**src/tle_pkg.sv**
```systemverilog
// Package for the telnet line input editor: field widths, request codes,
// result kinds, telnet byte values and the controller/datapath structs.
// No dependencies.
package tle_pkg;

  localparam int OP_W    = 2;
  localparam int BYTE_W  = 8;
  localparam int KIND_W  = 3;
  localparam int CNT_W   = 6;
  localparam int PHASE_W = 2;
  localparam int FIX_MAX = 4;
  localparam int FIXN_W  = 3;

  // Input request codes.
  localparam logic [OP_W-1:0] OP_BYTE    = 2'd0;
  localparam logic [OP_W-1:0] OP_PW_ON   = 2'd1;
  localparam logic [OP_W-1:0] OP_PW_OFF  = 2'd2;
  localparam logic [OP_W-1:0] OP_PROMPT  = 2'd3;

  // Result kinds.
  localparam logic [KIND_W-1:0] KIND_ECHO  = 3'd0;
  localparam logic [KIND_W-1:0] KIND_REPLY = 3'd1;
  localparam logic [KIND_W-1:0] KIND_CHAR  = 3'd2;
  localparam logic [KIND_W-1:0] KIND_END   = 3'd3;
  localparam logic [KIND_W-1:0] KIND_DISC  = 3'd4;

  // Receive phases of the IAC parser.
  localparam logic [PHASE_W-1:0] PH_DATA = 2'd0;
  localparam logic [PHASE_W-1:0] PH_IAC  = 2'd1;
  localparam logic [PHASE_W-1:0] PH_DO   = 2'd2;
  localparam logic [PHASE_W-1:0] PH_DONT = 2'd3;

  // Byte values.
  localparam logic [BYTE_W-1:0] B_BS        = 8'd8;
  localparam logic [BYTE_W-1:0] B_LF        = 8'd10;
  localparam logic [BYTE_W-1:0] B_CR        = 8'd13;
  localparam logic [BYTE_W-1:0] B_SPACE     = 8'd32;
  localparam logic [BYTE_W-1:0] B_TILDE     = 8'd126;
  localparam logic [BYTE_W-1:0] B_DEL       = 8'd127;
  localparam logic [BYTE_W-1:0] B_ZERO      = 8'd0;
  localparam logic [BYTE_W-1:0] OPT_ECHO    = 8'd1;
  localparam logic [BYTE_W-1:0] OPT_EOR     = 8'd25;
  localparam logic [BYTE_W-1:0] CMD_EOR     = 8'd239;
  localparam logic [BYTE_W-1:0] CMD_IP      = 8'd244;
  localparam logic [BYTE_W-1:0] CMD_EC      = 8'd247;
  localparam logic [BYTE_W-1:0] CMD_EL      = 8'd248;
  localparam logic [BYTE_W-1:0] CMD_GA      = 8'd249;
  localparam logic [BYTE_W-1:0] CMD_WILL    = 8'd251;
  localparam logic [BYTE_W-1:0] CMD_WONT    = 8'd252;
  localparam logic [BYTE_W-1:0] CMD_DO      = 8'd253;
  localparam logic [BYTE_W-1:0] CMD_DONT    = 8'd254;
  localparam logic [BYTE_W-1:0] CMD_IAC     = 8'd255;

  // Commands from the controller to the datapath.
  typedef struct packed {
    logic accept;     // take the input request and latch its plan
    logic idx_inc;    // advance the result index
    logic rd_en;      // read the line store at the result index
    logic emit_fix;   // load the next fixed result into the output register
    logic emit_char;  // load the line character just read
    logic emit_end;   // load the line-end result
  } cmd_t;

  // Status from the datapath to the controller.
  typedef struct packed {
    logic dec_line;   // the request on the input ends a line
    logic dec_fix;    // the request on the input gives fixed results
    logic fix_last;   // the current fixed result is the final one
    logic rd_done;    // every character of the line has been read out
    logic out_free;   // the output register can take a result this cycle
  } sts_t;

endpackage

```
**src/telnet_line_input_editor.sv**
```systemverilog
// Telnet line input editor, top level: stream ports, controller and datapath.
// Depends on tle_pkg, tle_ctrl, tle_dp and tle_ram.
// An echo, reply or disconnect is loaded into the output register from the fixed-result state,
// a line's characters each by a store read and then a load. Replies leave at one per cycle
// while the output register is free; the line end takes a count check and then a load.
// Reset (rst_ni, asynchronous, active low) clears control and editor state, not the store.
module telnet_line_input_editor #(
  parameter int LINE_MAX = 64
) (
  input  logic        clk_i,
  input  logic        rst_ni,
  // Input requests.
  input  logic        s_axis_tvalid_i,
  output logic        s_axis_tready_o,
  input  logic [7:0]  s_axis_tdata_i,   // [7:0] rx_byte
  input  logic [1:0]  s_axis_tuser_i,   // [1:0] op
  // Results.
  output logic        m_axis_tvalid_o,
  input  logic        m_axis_tready_i,
  output logic [15:0] m_axis_tdata_o,   // [7:0] data_byte, [13:8] line_length, [15:14] zero
  output logic [2:0]  m_axis_tuser_o,   // [2:0] kind
  output logic        m_axis_tlast_o,   // final result of the request
  // Configuration write: ga_preferred.
  input  logic        cfg_valid_i,
  output logic        cfg_ready_o,
  input  logic        cfg_data_i
);

  import tle_pkg::*;

  cmd_t             cmd;
  sts_t             sts;
  logic [BYTE_W-1:0] out_data;
  logic [CNT_W-1:0]  out_len;

  // The preference register can be written in any cycle.
  assign cfg_ready_o = 1'b1;

  // The controller takes a request only when the previous one has put all of
  // its results into the output register; the register itself decouples the
  // downstream side, so a new request may be taken while a result waits.
  // A request with no result leaves the controller idle, so the next one can
  // be taken in the following cycle.
  tle_ctrl u_ctrl (
    .clk_i      (clk_i),
    .rst_ni     (rst_ni),
    .s_tvalid_i (s_axis_tvalid_i),
    .s_tready_o (s_axis_tready_o),
    .sts_i      (sts),
    .cmd_o      (cmd)
  );

  // The datapath decodes the request, updates the editor state and builds
  // each result from the latched plan or from the line store.
  tle_dp #(
    .LINE_MAX (LINE_MAX)
  ) u_dp (
    .clk_i        (clk_i),
    .rst_ni       (rst_ni),
    .op_i         (s_axis_tuser_i),
    .rx_byte_i    (s_axis_tdata_i),
    .cfg_valid_i  (cfg_valid_i),
    .cfg_data_i   (cfg_data_i),
    .cmd_i        (cmd),
    .sts_o        (sts),
    .out_tready_i (m_axis_tready_i),
    .out_tvalid_o (m_axis_tvalid_o),
    .out_kind_o   (m_axis_tuser_o),
    .out_data_o   (out_data),
    .out_len_o    (out_len),
    .out_last_o   (m_axis_tlast_o)
  );

  // Pack the payload with the byte lowest and zero padding on top.
  assign m_axis_tdata_o = {2'b00, out_len, out_data};

endmodule

```
**src/tle_ram.sv**
```systemverilog
// Generic single-write, single-read RAM with a registered read port.
// No dependencies.
module tle_ram #(
  parameter int WIDTH = 8,
  parameter int DEPTH = 64
) (
  input  logic                     clk_i,
  input  logic                     we_i,
  input  logic [$clog2(DEPTH)-1:0] waddr_i,
  input  logic [WIDTH-1:0]         wdata_i,
  input  logic                     re_i,
  input  logic [$clog2(DEPTH)-1:0] raddr_i,
  output logic [WIDTH-1:0]         rdata_o
);

  logic [WIDTH-1:0] mem_q [DEPTH];
  logic [WIDTH-1:0] rdata_q;

  always_ff @(posedge clk_i) begin
    if (we_i) begin
      mem_q[waddr_i] <= wdata_i;
    end
    if (re_i) begin
      rdata_q <= mem_q[raddr_i];
    end
  end

  assign rdata_o = rdata_q;

endmodule

```
**src/tle_ctrl.sv**
```systemverilog
// Controller of the telnet line input editor: sequences the results of
// one request. Depends on tle_pkg.
module tle_ctrl (
  input  logic          clk_i,
  input  logic          rst_ni,
  input  logic          s_tvalid_i,
  output logic          s_tready_o,
  input  tle_pkg::sts_t sts_i,
  output tle_pkg::cmd_t cmd_o
);

  import tle_pkg::*;

  localparam logic [2:0] ST_IDLE = 3'd0;
  localparam logic [2:0] ST_FIX  = 3'd1;
  localparam logic [2:0] ST_RD   = 3'd2;
  localparam logic [2:0] ST_RDW  = 3'd3;
  localparam logic [2:0] ST_END  = 3'd4;

  logic [2:0] state_q, state_d;

  assign s_tready_o = (state_q == ST_IDLE);

  always_comb begin
    cmd_o   = '0;
    state_d = state_q;
    case (state_q)
      ST_IDLE: begin
        if (s_tvalid_i) begin
          cmd_o.accept = 1'b1;
          if (sts_i.dec_line) begin
            state_d = ST_RD;
          end else if (sts_i.dec_fix) begin
            state_d = ST_FIX;
          end
        end
      end
      ST_FIX: begin
        if (sts_i.out_free) begin
          cmd_o.emit_fix = 1'b1;
          cmd_o.idx_inc  = 1'b1;
          if (sts_i.fix_last) begin
            state_d = ST_IDLE;
          end
        end
      end
      ST_RD: begin
        if (sts_i.rd_done) begin
          state_d = ST_END;
        end else begin
          cmd_o.rd_en = 1'b1;
          state_d     = ST_RDW;
        end
      end
      ST_RDW: begin
        if (sts_i.out_free) begin
          cmd_o.emit_char = 1'b1;
          cmd_o.idx_inc   = 1'b1;
          state_d         = ST_RD;
        end
      end
      ST_END: begin
        if (sts_i.out_free) begin
          cmd_o.emit_end = 1'b1;
          state_d        = ST_IDLE;
        end
      end
      default: begin
        state_d = ST_IDLE;
      end
    endcase
  end

  always_ff @(posedge clk_i or negedge rst_ni) begin
    if (!rst_ni) begin
      state_q <= ST_IDLE;
    end else begin
      state_q <= state_d;
    end
  end

endmodule

```
**src/tle_dp.sv**
```systemverilog
// Datapath of the telnet line input editor: request decode, editor state,
// line store, result index and output register. Depends on tle_pkg, tle_ram.
module tle_dp #(
  parameter int LINE_MAX = 64
) (
  input  logic                         clk_i,
  input  logic                         rst_ni,
  input  logic [tle_pkg::OP_W-1:0]     op_i,
  input  logic [tle_pkg::BYTE_W-1:0]   rx_byte_i,
  input  logic                         cfg_valid_i,
  input  logic                         cfg_data_i,
  input  tle_pkg::cmd_t                cmd_i,
  output tle_pkg::sts_t                sts_o,
  input  logic                         out_tready_i,
  output logic                         out_tvalid_o,
  output logic [tle_pkg::KIND_W-1:0]   out_kind_o,
  output logic [tle_pkg::BYTE_W-1:0]   out_data_o,
  output logic [tle_pkg::CNT_W-1:0]    out_len_o,
  output logic                         out_last_o
);

  import tle_pkg::*;

  localparam int AW = $clog2(LINE_MAX);
  localparam logic [CNT_W-1:0] FULL = CNT_W'(LINE_MAX - 3);

  // Editor state.
  logic [CNT_W-1:0]   cnt_q, cnt_d;
  logic [PHASE_W-1:0] phase_q, phase_d;
  logic cr_q, cr_d, lf_q, lf_d;
  logic echo_q, echo_d, pw_q, pw_d, eor_q, eor_d, ga_q, ga_d;
  logic ga_pref_q;

  // Plan of the request being read out.
  logic [FIX_MAX-1:0][BYTE_W-1:0] fix_q, fix_d;
  logic [FIXN_W-1:0]              fix_n_q, fix_n_d;
  logic [KIND_W-1:0]              fix_kind_q, fix_kind_d;
  logic [CNT_W-1:0]               len_q;
  logic [CNT_W-1:0]               idx_q;
  logic                           line_end, we;

  // Output register.
  logic              ov_q;
  logic [KIND_W-1:0] okind_q;
  logic [BYTE_W-1:0] odata_q;
  logic [CNT_W-1:0]  olen_q;
  logic              olast_q;

  logic [BYTE_W-1:0] rd_data;

  always_comb begin
    cnt_d      = cnt_q;
    phase_d    = phase_q;
    cr_d       = cr_q;
    lf_d       = lf_q;
    echo_d     = echo_q;
    pw_d       = pw_q;
    eor_d      = eor_q;
    ga_d       = ga_q;
    fix_d      = '0;
    fix_n_d    = '0;
    fix_kind_d = KIND_REPLY;
    line_end   = 1'b0;
    we         = 1'b0;
    case (op_i)
      OP_BYTE: begin
        case (phase_q)
          PH_DATA: begin
            if (rx_byte_i == CMD_IAC) begin
              cr_d    = 1'b0;
              lf_d    = 1'b0;
              phase_d = PH_IAC;
            end else if (rx_byte_i == B_LF) begin
              if (cr_q) begin
                cr_d = 1'b0;
                lf_d = 1'b0;
              end else begin
                lf_d     = 1'b1;
                line_end = 1'b1;
              end
            end else if (rx_byte_i == B_CR) begin
              if (lf_q) begin
                cr_d = 1'b0;
                lf_d = 1'b0;
              end else begin
                cr_d     = 1'b1;
                line_end = 1'b1;
              end
            end else begin
              cr_d = 1'b0;
              lf_d = 1'b0;
              if (rx_byte_i == B_BS || rx_byte_i == B_DEL || rx_byte_i == CMD_EC) begin
                if (cnt_q != '0) begin
                  cnt_d = cnt_q - 1'b1;
                end
              end else if (rx_byte_i >= B_SPACE && rx_byte_i <= B_TILDE && cnt_q < FULL) begin
                we    = 1'b1;
                cnt_d = cnt_q + 1'b1;
                if (!pw_q && echo_q) begin
                  fix_n_d    = FIXN_W'(1);
                  fix_d[0]   = rx_byte_i;
                  fix_kind_d = KIND_ECHO;
                end
              end
            end
            if (line_end) begin
              cnt_d = '0;
            end
          end
          PH_IAC: begin
            phase_d = PH_DATA;
            if (rx_byte_i == CMD_EC) begin
              if (cnt_q != '0) begin
                cnt_d = cnt_q - 1'b1;
              end
            end else if (rx_byte_i == CMD_EL) begin
              cnt_d = '0;
            end else if (rx_byte_i == CMD_IP) begin
              fix_n_d    = FIXN_W'(1);
              fix_kind_d = KIND_DISC;
            end else if (rx_byte_i == CMD_DO) begin
              phase_d = PH_DO;
            end else if (rx_byte_i == CMD_DONT) begin
              phase_d = PH_DONT;
            end
          end
          PH_DO: begin
            phase_d = PH_DATA;
            if (rx_byte_i == OPT_ECHO) begin
              if (!pw_q) begin
                echo_d = 1'b1;
              end
            end else if (rx_byte_i == OPT_EOR) begin
              eor_d    = 1'b1;
              ga_d     = 1'b0;
              fix_n_d  = FIXN_W'(2);
              fix_d[0] = CMD_IAC;
              fix_d[1] = OPT_EOR;
            end
          end
          default: begin
            phase_d = PH_DATA;
            if (rx_byte_i == OPT_ECHO) begin
              echo_d = 1'b0;
            end else if (rx_byte_i == OPT_EOR) begin
              eor_d = 1'b0;
              if (ga_pref_q) begin
                ga_d = 1'b1;
              end
            end
          end
        endcase
      end
      OP_PW_ON, OP_PW_OFF: begin
        pw_d = (op_i == OP_PW_ON);
        if (!echo_q) begin
          fix_n_d  = FIXN_W'(3);
          fix_d[0] = CMD_IAC;
          fix_d[1] = (op_i == OP_PW_ON) ? CMD_WILL : CMD_WONT;
          fix_d[2] = OPT_ECHO;
        end
      end
      default: begin
        case ({ga_q, eor_q})
          2'b11: begin
            fix_n_d  = FIXN_W'(4);
            fix_d[0] = CMD_IAC;
            fix_d[1] = CMD_GA;
            fix_d[2] = CMD_IAC;
            fix_d[3] = CMD_EOR;
          end
          2'b10: begin
            fix_n_d  = FIXN_W'(2);
            fix_d[0] = CMD_IAC;
            fix_d[1] = CMD_GA;
          end
          2'b01: begin
            fix_n_d  = FIXN_W'(2);
            fix_d[0] = CMD_IAC;
            fix_d[1] = CMD_EOR;
          end
          default: begin
            fix_n_d = '0;
          end
        endcase
      end
    endcase
  end

  always_ff @(posedge clk_i or negedge rst_ni) begin
    if (!rst_ni) begin
      cnt_q     <= '0;
      phase_q   <= PH_DATA;
      cr_q      <= 1'b0;
      lf_q      <= 1'b0;
      echo_q    <= 1'b0;
      pw_q      <= 1'b0;
      eor_q     <= 1'b0;
      ga_q      <= 1'b0;
      ga_pref_q <= 1'b0;
      idx_q     <= '0;
      ov_q      <= 1'b0;
    end else begin
      if (cfg_valid_i) begin
        ga_pref_q <= cfg_data_i;
      end
      if (cmd_i.accept) begin
        cnt_q   <= cnt_d;
        phase_q <= phase_d;
        cr_q    <= cr_d;
        lf_q    <= lf_d;
        echo_q  <= echo_d;
        pw_q    <= pw_d;
        eor_q   <= eor_d;
        ga_q    <= ga_d;
        idx_q   <= '0;
      end else if (cmd_i.idx_inc) begin
        idx_q <= idx_q + 1'b1;
      end
      if (cmd_i.emit_fix || cmd_i.emit_char || cmd_i.emit_end) begin
        ov_q <= 1'b1;
      end else if (out_tready_i) begin
        ov_q <= 1'b0;
      end
    end
  end

  // Plan and output payload registers.
  always_ff @(posedge clk_i) begin
    if (cmd_i.accept) begin
      fix_q      <= fix_d;
      fix_n_q    <= fix_n_d;
      fix_kind_q <= fix_kind_d;
      len_q      <= cnt_q;
    end
    if (cmd_i.emit_fix) begin
      okind_q <= fix_kind_q;
      odata_q <= fix_q[idx_q[1:0]];
      olen_q  <= '0;
      olast_q <= sts_o.fix_last;
    end else if (cmd_i.emit_char) begin
      okind_q <= KIND_CHAR;
      odata_q <= rd_data;
      olen_q  <= '0;
      olast_q <= 1'b0;
    end else if (cmd_i.emit_end) begin
      okind_q <= KIND_END;
      odata_q <= B_ZERO;
      olen_q  <= len_q;
      olast_q <= 1'b1;
    end
  end

  tle_ram #(
    .WIDTH (BYTE_W),
    .DEPTH (LINE_MAX)
  ) u_line_store (
    .clk_i   (clk_i),
    .we_i    (cmd_i.accept && we),
    .waddr_i (cnt_q[AW-1:0]),
    .wdata_i (rx_byte_i),
    .re_i    (cmd_i.rd_en),
    .raddr_i (idx_q[AW-1:0]),
    .rdata_o (rd_data)
  );

  assign sts_o.dec_line = line_end;
  assign sts_o.dec_fix  = (fix_n_d != '0);
  assign sts_o.fix_last = (idx_q[FIXN_W-1:0] == FIXN_W'(fix_n_q - 1'b1));
  assign sts_o.rd_done  = (idx_q == len_q);
  assign sts_o.out_free = !ov_q || out_tready_i;

  assign out_tvalid_o = ov_q;
  assign out_kind_o   = okind_q;
  assign out_data_o   = odata_q;
  assign out_len_o    = olen_q;
  assign out_last_o   = olast_q;

endmodule

```
**config.mk**
```make
export PLATFORM = sky130hd
export DESIGN_NAME = telnet_line_input_editor
export DESIGN_NICKNAME = d
export VERILOG_FILES = /design/src/tle_pkg.sv /design/src/telnet_line_input_editor.sv /design/src/tle_ram.sv /design/src/tle_ctrl.sv /design/src/tle_dp.sv
export SDC_FILE = /design/constraint.sdc
export NUM_CORES = 1
export LEC_CHECK = 0
export BUFFER_PORTS_ARGS = -buffer_cell sky130_fd_sc_hd__clkbuf_2
export CAP_MARGIN = 20
export CORE_ASPECT_RATIO = 0.75
export CORE_MARGIN = 10
export CORE_UTILIZATION = 35
export DETAILED_ROUTE_END_ITERATION = 6
export SYNTH_ARGS = -nofsm -noshare
export SYNTH_HDL_FRONTEND = slang
export SYNTH_SLANG_ARGS = --single-unit
```
**constraint.sdc**
```tcl
create_clock -name clk_i -period 3.8 [get_ports clk_i]
set_input_delay 0.76 -clock clk_i [delete_from_list [all_inputs] [get_ports clk_i]]
set_output_delay 0.76 -clock clk_i [all_outputs]
set_load 0.02 [all_outputs]
```
==> results of run 1 <==
[final cells by class]
class                   count  area, um^2
fillers                  5927       39700
flip-flops and latches    591       17600
multi-input cells         616        5920
clock buffers              68        1440
repair buffers            151        1120
well taps                 882        1100
clock inverters            34         259
inverters                  21        78.8
diodes                      2        5.00
[path summary, 6_finish.rpt]
| check | endpoint |
|---|---|
| setup / recovery | u_dp.u_line_store.rdata_o[6] |
| hold / removal | u_ctrl.state_q[2] |
| setup reg to reg | u_dp.u_line_store.rdata_o[6] |
| hold reg to reg | u_dp.pw_q |
| max in group asynchronous | u_dp.idx_q[0] |
| min in group clk_i | u_dp.ga_pref_q |
[report_power, final]
group	switching (W)	leakage (nW)	internal, W
registers	0.000291	5.42	0.00735
logic	0.00175	2.67	0.00153
clock network	0.00237	0.832	0.00289
[logic make-up (layout without fill, tap and decap cells)]
kind of cell | after synthesis | after routing | synth area share
flip-flops | 591 | 591 | 0.736
AND/OR/NAND/NOR | 266 | 266 | 0.0567
AO/OA/AOI/OAI | 170 | 170 | 0.0469
multiplexers | 148 | 148 | 0.130
buffers and inverters | 91 | 274 | 0.0170
XOR/XNOR | 15 | 15 | 0.00608
adder cells (fa/ha/maj) | 14 | 14 | 0.00734
other | 2 | 5 | 0.000315
[cells in the final DEF, fill, tap and decap left out, drive strengths merged, types with 7 or more instances in the layout]
cell      n
a22oi    53
a21oi    50
nand2    46
inv      25
nor3     16
edfxtp  560
nand3    25
and2      8
nor2    103
clkbuf  103
buf     116
xor2     10
dfrtp    25
and3      9
mux2i    18
ha       14
clkinv   25
mux4    129
nor4      7
nor2b    10
o21ai    32
nand2b   15
[critical path, cell delays in order (launching register included)]
cell                      delay, ns
sky130_fd_sc_hd__dfrtp_4       0.92
sky130_fd_sc_hd__buf_4         0.34
sky130_fd_sc_hd__mux4_2        0.51
sky130_fd_sc_hd__a22oi_1       0.53
sky130_fd_sc_hd__a21oi_1       0.14
sky130_fd_sc_hd__or4_1         0.50
[metal layers]
layer | part of all wire | vias to the layer above | global-route usage
met2 | 0.44 | 563 | 0.214
li1 | - | 5531 | -
met3 | 0.10 | 88 | 0.0473
met1 | 0.44 | 6713 | 0.212
met5 | 0 | - | 0
met4 | 0.021 | 0 | 0.0365
[state kept, by name (all words and copies together), names as in the netlist, 2 cells and up]
register	cells
u_dp.out_kind_o	3
u_dp.len_q	6
u_dp.idx_q	6
u_dp.u_line_store.mem_q	512
u_ctrl.state_q	3
u_dp.fix_q	17
u_dp.out_len_o	6
u_dp.fix_kind_q	2
u_dp.phase_q	2
u_dp.fix_n_q	3
u_dp.cnt_q	6
u_dp.out_data_o	8
u_dp.u_line_store.rdata_o	8
[per-stage QoR]
step                cells  utilization  total power (W)  TNS (ns)
global placement     2260        0.383           0.0111         0
global route         2363        0.409           0.0168         0
CTS                  2363        0.409           0.0163         0
floorplan            1298            -          0.00998     -6.85
detailed placement   2261        0.384           0.0111         0
finish               2365        0.409           0.0162         0
==> reports/qor.json, run 1 <==
{
  "placeable_core_region": {"value": 67200, "unit": "um^2"},
  "clock_skews": {"value": 0.0221, "unit": "ns"},
  "critical_path.startpoint": {"value": "u_dp.idx_q[0]"},
  "layout_overhead_on_the_synthesized_area": {"value": 15.2, "unit": "%"},
  "finalHoldWorstSlack": {"value": 0.195, "unit": "ns"},
  "height_of_the_die": {"value": 246, "unit": "um"},
  "synth_cell_type_count": {"value": 67},
  "final-hold-violation-count": {"value": 0},
  "cts_buffers": {"value": 55},
  "worstMarginPinSlew": {"value": 0.923, "unit": "ns"},
  "die_area": {"value": 79100, "unit": "um^2"},
  "maxClockFrequency": {"value": 310, "unit": "MHz"},
  "critical_path.startpoint_type": {"value": "flop"},
  "post-synth-top-area-cell": {"value": "sky130_fd_sc_hd__edfxtp_1"},
  "cts_setup_buffers": {"value": 0},
  "buffer_ports.inserted": {"value": 35},
  "initial_utilization": {"value": 0.355},
  "ys_ff_latch": {"value": 591},
  "async_reset_ff_frac": {"value": 0.0423},
  "global_route.overflow_total": {"value": 0},
  "p_leak": {"value": 8.92, "unit": "nW"},
  "design.portCount": {"value": 39},
  "synth_largest_type_area_fraction": {"value": 0.705},
  "timing.slew.headroom": {"value": 0.383},
  "arr_time_crit_path": {"value": 3.57, "unit": "ns"},
  "clkTransAtPathRegs": {"value": 0.06, "unit": "ns"},
  "antenna_found_initial": {"value": 2},
  "cts-root-buf": {"value": "sky130_fd_sc_hd__clkbuf_16"},
  "cts_resized": {"value": 0},
  "regToRegSetupSlack": {"value": 0.58, "unit": "ns"},
  "worst_reg_to_reg_cells": {"value": 5},
  "grt_first_pass_wirelength": {"value": 87300, "unit": "um"},
  "cts-hold-fix-buffers": {"value": 0},
  "endpoint_kind": {"value": "flop"},
  "postRouteWirelength": {"value": 59500, "unit": "um"},
  "max-cap-violations": {"value": 0},
  "count_of_warnings_emitted_by_yosys": {"value": 0},
  "mappedNetlistArea": {"value": 23900, "unit": "um^2"},
  "detailedPlace.worstSlack": {"value": 0.534, "unit": "ns"},
  "cp_max_fanout": {"value": 34},
  "layout_worst_path_cycle_share": {"value": 0.848},
  "grtUsageTotal": {"value": 0.148},
  "worstSkewPairLatency": {"value": 0.62, "unit": "ns"},
  "layout.nets": {"value": 1466},
  "drtPass1Iterations": {"value": 5},
  "setup_ws": {"value": 0.577, "unit": "ns"},
  "r2r_start": {"value": "u_dp.idx_q[0]"},
  "synth_enable_flop_cells": {"value": 560},
  "finalSetupViolations": {"value": 0},
  "route.vias.total": {"value": 12900},
  "dpl-instance-area": {"value": 25800, "unit": "um^2"},
  "synth.area.top_cells": {"value": "sky130_fd_sc_hd__edfxtp_1 (70%), sky130_fd_sc_hd__mux4_2 (12%), sky130_fd_sc_hd__dfrtp_1 (2.6%), sky130_fd_sc_hd__a22oi_1 (1.7%), sky130_fd_sc_hd__nor2_1 (1.6%)"},
  "synth_common_cells": {"value": "sky130_fd_sc_hd__edfxtp_1 (560), sky130_fd_sc_hd__mux4_2 (129), sky130_fd_sc_hd__nor2_1 (103), sky130_fd_sc_hd__a22oi_1 (53), sky130_fd_sc_hd__a21oi_1 (50)"},
  "max_transition_viols_final": {"value": 0},
  "post-route-cell-area": {"value": 27500, "unit": "um^2"},
  "power_density": {"value": 589, "unit": "nW/um^2"},
  "ys.flop_type": {"value": "sky130_fd_sc_hd__edfxtp_1"},
  "routabilityCongestion": {"value": 0.887},
  "result_of_the_run": {"value": "completed"},
  "data_required_time_of_the_critical_path": {"value": 4.14, "unit": "ns"},
  "setup.worst_path.class": {"value": "reg -> reg"},
  "synthMostInstantiatedCell": {"value": "sky130_fd_sc_hd__edfxtp_1"},
  "unrepaired_setup_endpoints_after_global_routing": {"value": "no"},
  "ctsLongestPathBuffers": {"value": 3},
  "place_hpwl": {"value": 39100, "unit": "um"},
  "layout_min_cycle_time": {"value": 3.22, "unit": "ns"},
  "post_route_cells_drive_above_1_share": {"value": 0.257},
  "site_rows": {"value": 82},
  "holdCritPathClass": {"value": "in -> async"},
  "cts_tree": {"value": "yes"},
  "synth_cells": {"value": 1297},
  "drtAntennaViolNets": {"value": 0},
  "detail_route.wl_per_cell": {"value": 25.2, "unit": "um"},
  "cts_num_sinks": {"value": 591},
  "detail_route.drc_violations": {"value": 0},
  "grt_pass1_vias": {"value": 12700},
  "htreeDepth": {"value": 2},
  "drt_iter0_markers": {"value": 1475},
  "worst_ir_drop_vdd": {"value": 421, "unit": "uV"},
  "vias_per_cell": {"value": 5.45},
  "sequential_fraction_of_the_synthesis_area": {"value": 0.736},
  "grt_max_degree": {"value": 58},
  "die_width": {"value": 322, "unit": "um"},
  "avgSynthCellArea": {"value": 18.4, "unit": "um^2"}
}
Note: power is estimated with default switching activity, not from simulation.
==> run 2: changes to the inputs <==
==> constraint.sdc (replaced) <==
create_clock -name clk_i -period 2.7 [get_ports clk_i]
set_input_delay 0.54 -clock clk_i [delete_from_list [all_inputs] [get_ports clk_i]]
set_output_delay 0.54 -clock clk_i [all_outputs]
set_load 0.02 [all_outputs]
==> reports/qor.json, run 2 (synthesized netlist as in run 1, its figures left out) <==
{
  "hold_depth": {"value": 2},
  "cts_tree": {"value": "yes"},
  "crit_chain": {"value": "buf_8, buf_12, mux4_2, a22oi_1, a21oi_1, or4_1"},
  "initial_utilization": {"value": 0.355, "change": "unchanged"},
  "setup.worst_path.class": {"value": "reg -> reg"},
  "finalSetupViolations": {"value": 0, "change": "unchanged"},
  "arr_time_crit_path": {"value": 2.98, "unit": "ns", "change": "-0.59 ns"},
  "grt_first_pass_wirelength": {"value": 87700, "unit": "um", "change": "+0.36%"},
  "layout_worst_path_cycle_share": {"value": 0.979, "change": "+0.131"},
  "clock_skews": {"value": 0.0152, "unit": "ns", "change": "-0.00690 ns"},
  "htreeDepth": {"value": 2, "change": "unchanged"},
  "r2r_start": {"value": "u_dp.idx_q[0]"},
  "worst_ir_drop_vdd": {"value": 491, "unit": "uV", "change": "+17%"},
  "detail_route.wl_per_cell": {"value": 24.5, "unit": "um", "change": "-2.6%"},
  "unrepaired_setup_endpoints_after_global_routing": {"value": "no"},
  "rr_endpoint": {"value": "u_dp.u_line_store.rdata_o[6]"},
  "largest_register_ff_count": {"value": 512, "change": "unchanged"},
  "global_route.overflow_total": {"value": 0, "change": "unchanged"},
  "timing.slew.headroom": {"value": 0.487, "change": "+0.104"},
  "max-cap-violations": {"value": 0, "change": "unchanged"},
  "largest_register_by_flop_count": {"value": "u_dp.u_line_store.mem_q"},
  "drtPass1Iterations": {"value": 5, "change": "unchanged"},
  "multi_input_area": {"value": 6000, "unit": "um^2", "change": "+1.2%"},
  "layout_overhead_on_the_synthesized_area": {"value": 18.6, "unit": "%"},
  "data_required_time_of_the_critical_path": {"value": 3.04, "unit": "ns", "change": "-1.10 ns"},
  "grt_max_degree": {"value": 66, "change": "+14%"},
  "holdCritStartpoint": {"value": "cfg_data_i"},
  "max_stage_delay": {"value": 0.57, "unit": "ns", "change": "-0.35 ns"},
  "site_rows": {"value": 82, "change": "unchanged"},
  "layout_min_cycle_time": {"value": 2.64, "unit": "ns", "change": "-0.579 ns"},
  "crit_path_top_delay_cell": {"value": "sky130_fd_sc_hd__or4_1"},
  "route.vias.total": {"value": 13100, "change": "+1.4%"},
  "max_transition_viols_final": {"value": 0, "change": "unchanged"},
  "grtUsageTotal": {"value": 0.147, "change": "-0.000879"},
  "routabilityCongestion": {"value": 0.859, "change": "-3.1%"},
  "layout_common_cells": {"value": "sky130_fd_sc_hd__edfxtp_1 (560), sky130_fd_sc_hd__buf_4 (161), sky130_fd_sc_hd__mux4_2 (129)"},
  "final-hold-violation-count": {"value": 0, "change": "unchanged"},
  "layout_top_registers": {"value": "u_dp.u_line_store.mem_q x512, u_dp.fix_q x17"},
  "design.portCount": {"value": 39, "change": "unchanged"},
  "maxClockFrequency": {"value": 378, "unit": "MHz", "change": "+22%"},
  "drtAntennaViolNets": {"value": 0, "change": "unchanged"},
  "num-fill-cells": {"value": 5884, "change": "-0.73%"},
  "clkTransAtPathRegs": {"value": 0.07, "unit": "ns", "change": "about the same"},
  "place_hpwl": {"value": 39000, "unit": "um", "change": "-0.24%"},
  "die_width": {"value": 322, "unit": "um", "change": "unchanged"},
  "antenna_found_initial": {"value": 2, "change": "unchanged"},
  "drt_iter0_markers": {"value": 1443, "change": "-2.2%"},
  "endpoint_kind": {"value": "flop"},
  "mostFrequentLayoutCell": {"value": "sky130_fd_sc_hd__edfxtp_1"},
  "grt_pass1_vias": {"value": 13100, "change": "+3.0%"},
  "dpl-instance-area": {"value": 26300, "unit": "um^2", "change": "+2.0%"},
  "die_area": {"value": 79100, "unit": "um^2", "change": "unchanged"},
  "fin_util": {"value": 0.421, "change": "+0.0121"},
  "diodes": {"value": 0, "change": "-2"},
  "critical_path.startpoint_type": {"value": "flop"},
  "placeable_core_region": {"value": 67200, "unit": "um^2", "change": "unchanged"},
  "final-seq-area": {"value": 17600, "unit": "um^2", "change": "unchanged"},
  "power_density": {"value": 835, "unit": "nW/um^2", "change": "+42%"},
  "buffer_ports.inserted": {"value": 35, "change": "unchanged"},
  "min_delay_worst_endpoint": {"value": "u_dp.ga_pref_q"},
  "cts-root-buf": {"value": "sky130_fd_sc_hd__clkbuf_16"},
  "holdCritPathClass": {"value": "in -> reg"},
  "post-route-cell-area": {"value": 28300, "unit": "um^2", "change": "+3.0%"},
  "height_of_the_die": {"value": 246, "unit": "um", "change": "unchanged"},
  "vias_per_cell": {"value": 5.40, "change": "-1.0%"},
  "detail_route.drc_violations": {"value": 0, "change": "unchanged"},
  "regToRegSetupSlack": {"value": 0.06, "unit": "ns", "change": "-0.52 ns"},
  "p_leak": {"value": 9.34, "unit": "nW", "change": "+4.7%"},
  "ctsLongestPathBuffers": {"value": 3, "change": "unchanged"},
  "layout.nets": {"value": 1531, "change": "+4.4%"},
  "post_route_cells_drive_above_1_share": {"value": 0.294, "change": "+0.0367"},
  "postRouteWirelength": {"value": 59400, "unit": "um", "change": "-0.18%"},
  "cts_num_sinks": {"value": 591, "change": "unchanged"},
  "cp_max_fanout": {"value": 8, "change": "-76%"},
  "worst_reg_to_reg_cells": {"value": 6, "change": "+1"},
  "result_of_the_run": {"value": "completed"},
  "worstSkewPairLatency": {"value": 0.60, "unit": "ns", "change": "-0.02 ns"},
  "cts_buffers": {"value": 54, "change": "-1.8%"},
  "worstMarginPinSlew": {"value": 0.769, "unit": "ns", "change": "-0.153 ns"}
}
-- run 2: cell types whose count changed in the layout (fill, tap and decap cells not counted), sizes merged, moves of 2 or more --
cell    delta
bufinv     +3
inv        -4
diode      -2
buf       +62
-- run 2: stage by stage --
| stage | power, W | TNS (ns) | setup slack (ns) | hold WS (ns) | cells |
|---|---|---|---|---|---|
| after floorplan | 0.0141 | -461.35 | -0.940 | 0.244 | 1298 |
| after global placement | 0.0158 | -0.0388 | -0.0251 | 0.476 | 2315 |
| after detailed placement | 0.0159 | -0.0972 | -0.0118 | 0.478 | 2315 |
| after CTS | 0.0235 | 0 | 0.000207 | 0.166 | 2414 |
| after global routing | 0.0245 | 0 | 0.00830 | 0.186 | 2423 |
| final | 0.0236 | 0 | 0.0563 | 0.197 | 2423 |
-- run 2: critical path: cells and delay by family (launching register included) --
kind / cells / cell delay (ns)
multiplexers: 1 / 0.51
flip-flops: 1 / 0.44
buffers and inverters: 2 / 0.34
AO/OA/AOI/OAI: 2 / 0.50
AND/OR/NAND/NOR: 1 / 0.57
-- run 2: power breakdown --
| part | total, W | switching (W) | internal [W] |
|---|---|---|---|
| sequential | 0.0105 | 0.000160 | 0.0104 |
| combinational | 0.00546 | 0.00285 | 0.00261 |
| clock | 0.00765 | 0.00327 | 0.00437 |
| total | 0.0236 | 0.00628 | 0.0173 |
-- run 2: final cells by class --
type / instances / area share
Clock inverter: 32 / 0.0103
Multi-Input combinational cell: 616 / 0.212
Tap cell: 882 / 0.0390
Sequential cell: 591 / 0.621
Timing Repair Buffer: 217 / 0.0641
Clock buffer: 64 / 0.0513
Inverter: 21 / 0.00278
-- run 2: repair_timing --
| item | 4_1_cts | 5_1_grt |
|---|---|---|
| gates resized for setup | 0 | 16 |
| hold buffers | 1 | 0 |
| buffers inserted | 2 | 6 |
| endpoints found under the hold margin | 25 | 0 |
| gates cloned | 0 | 3 |
| endpoints found under the setup margin | 5 | 44 |
| pin swaps | 0 | 1 |
-- run 2: routing by layer --
metal / routed length [um] / GRT usage / part of all wire
met5: 13 / 0 / 0.00022
met4: 1250 / 0.0376 / 0.021
met3: 5220 / 0.0350 / 0.088
met2: 25600 / 0.210 / 0.43
met1: 27400 / 0.221 / 0.46
-- run 2: worst max-delay path by stage --
stage                                  from                              to  slack [ns]
final                         u_dp.idx_q[0]    u_dp.u_line_store.rdata_o[6]        0.06
after floorplan           u_ctrl.state_q[2]  u_dp.u_line_store.mem_q[53][0]       -0.94
after global placement        u_dp.idx_q[0]    u_dp.u_line_store.rdata_o[0]       -0.03
after global routing          u_dp.idx_q[0]    u_dp.u_line_store.rdata_o[1]       0.008
after detailed placement      u_dp.idx_q[0]    u_dp.u_line_store.rdata_o[0]       -0.01
after CTS                     u_dp.idx_q[0]    u_dp.u_line_store.rdata_o[0]      0.0002
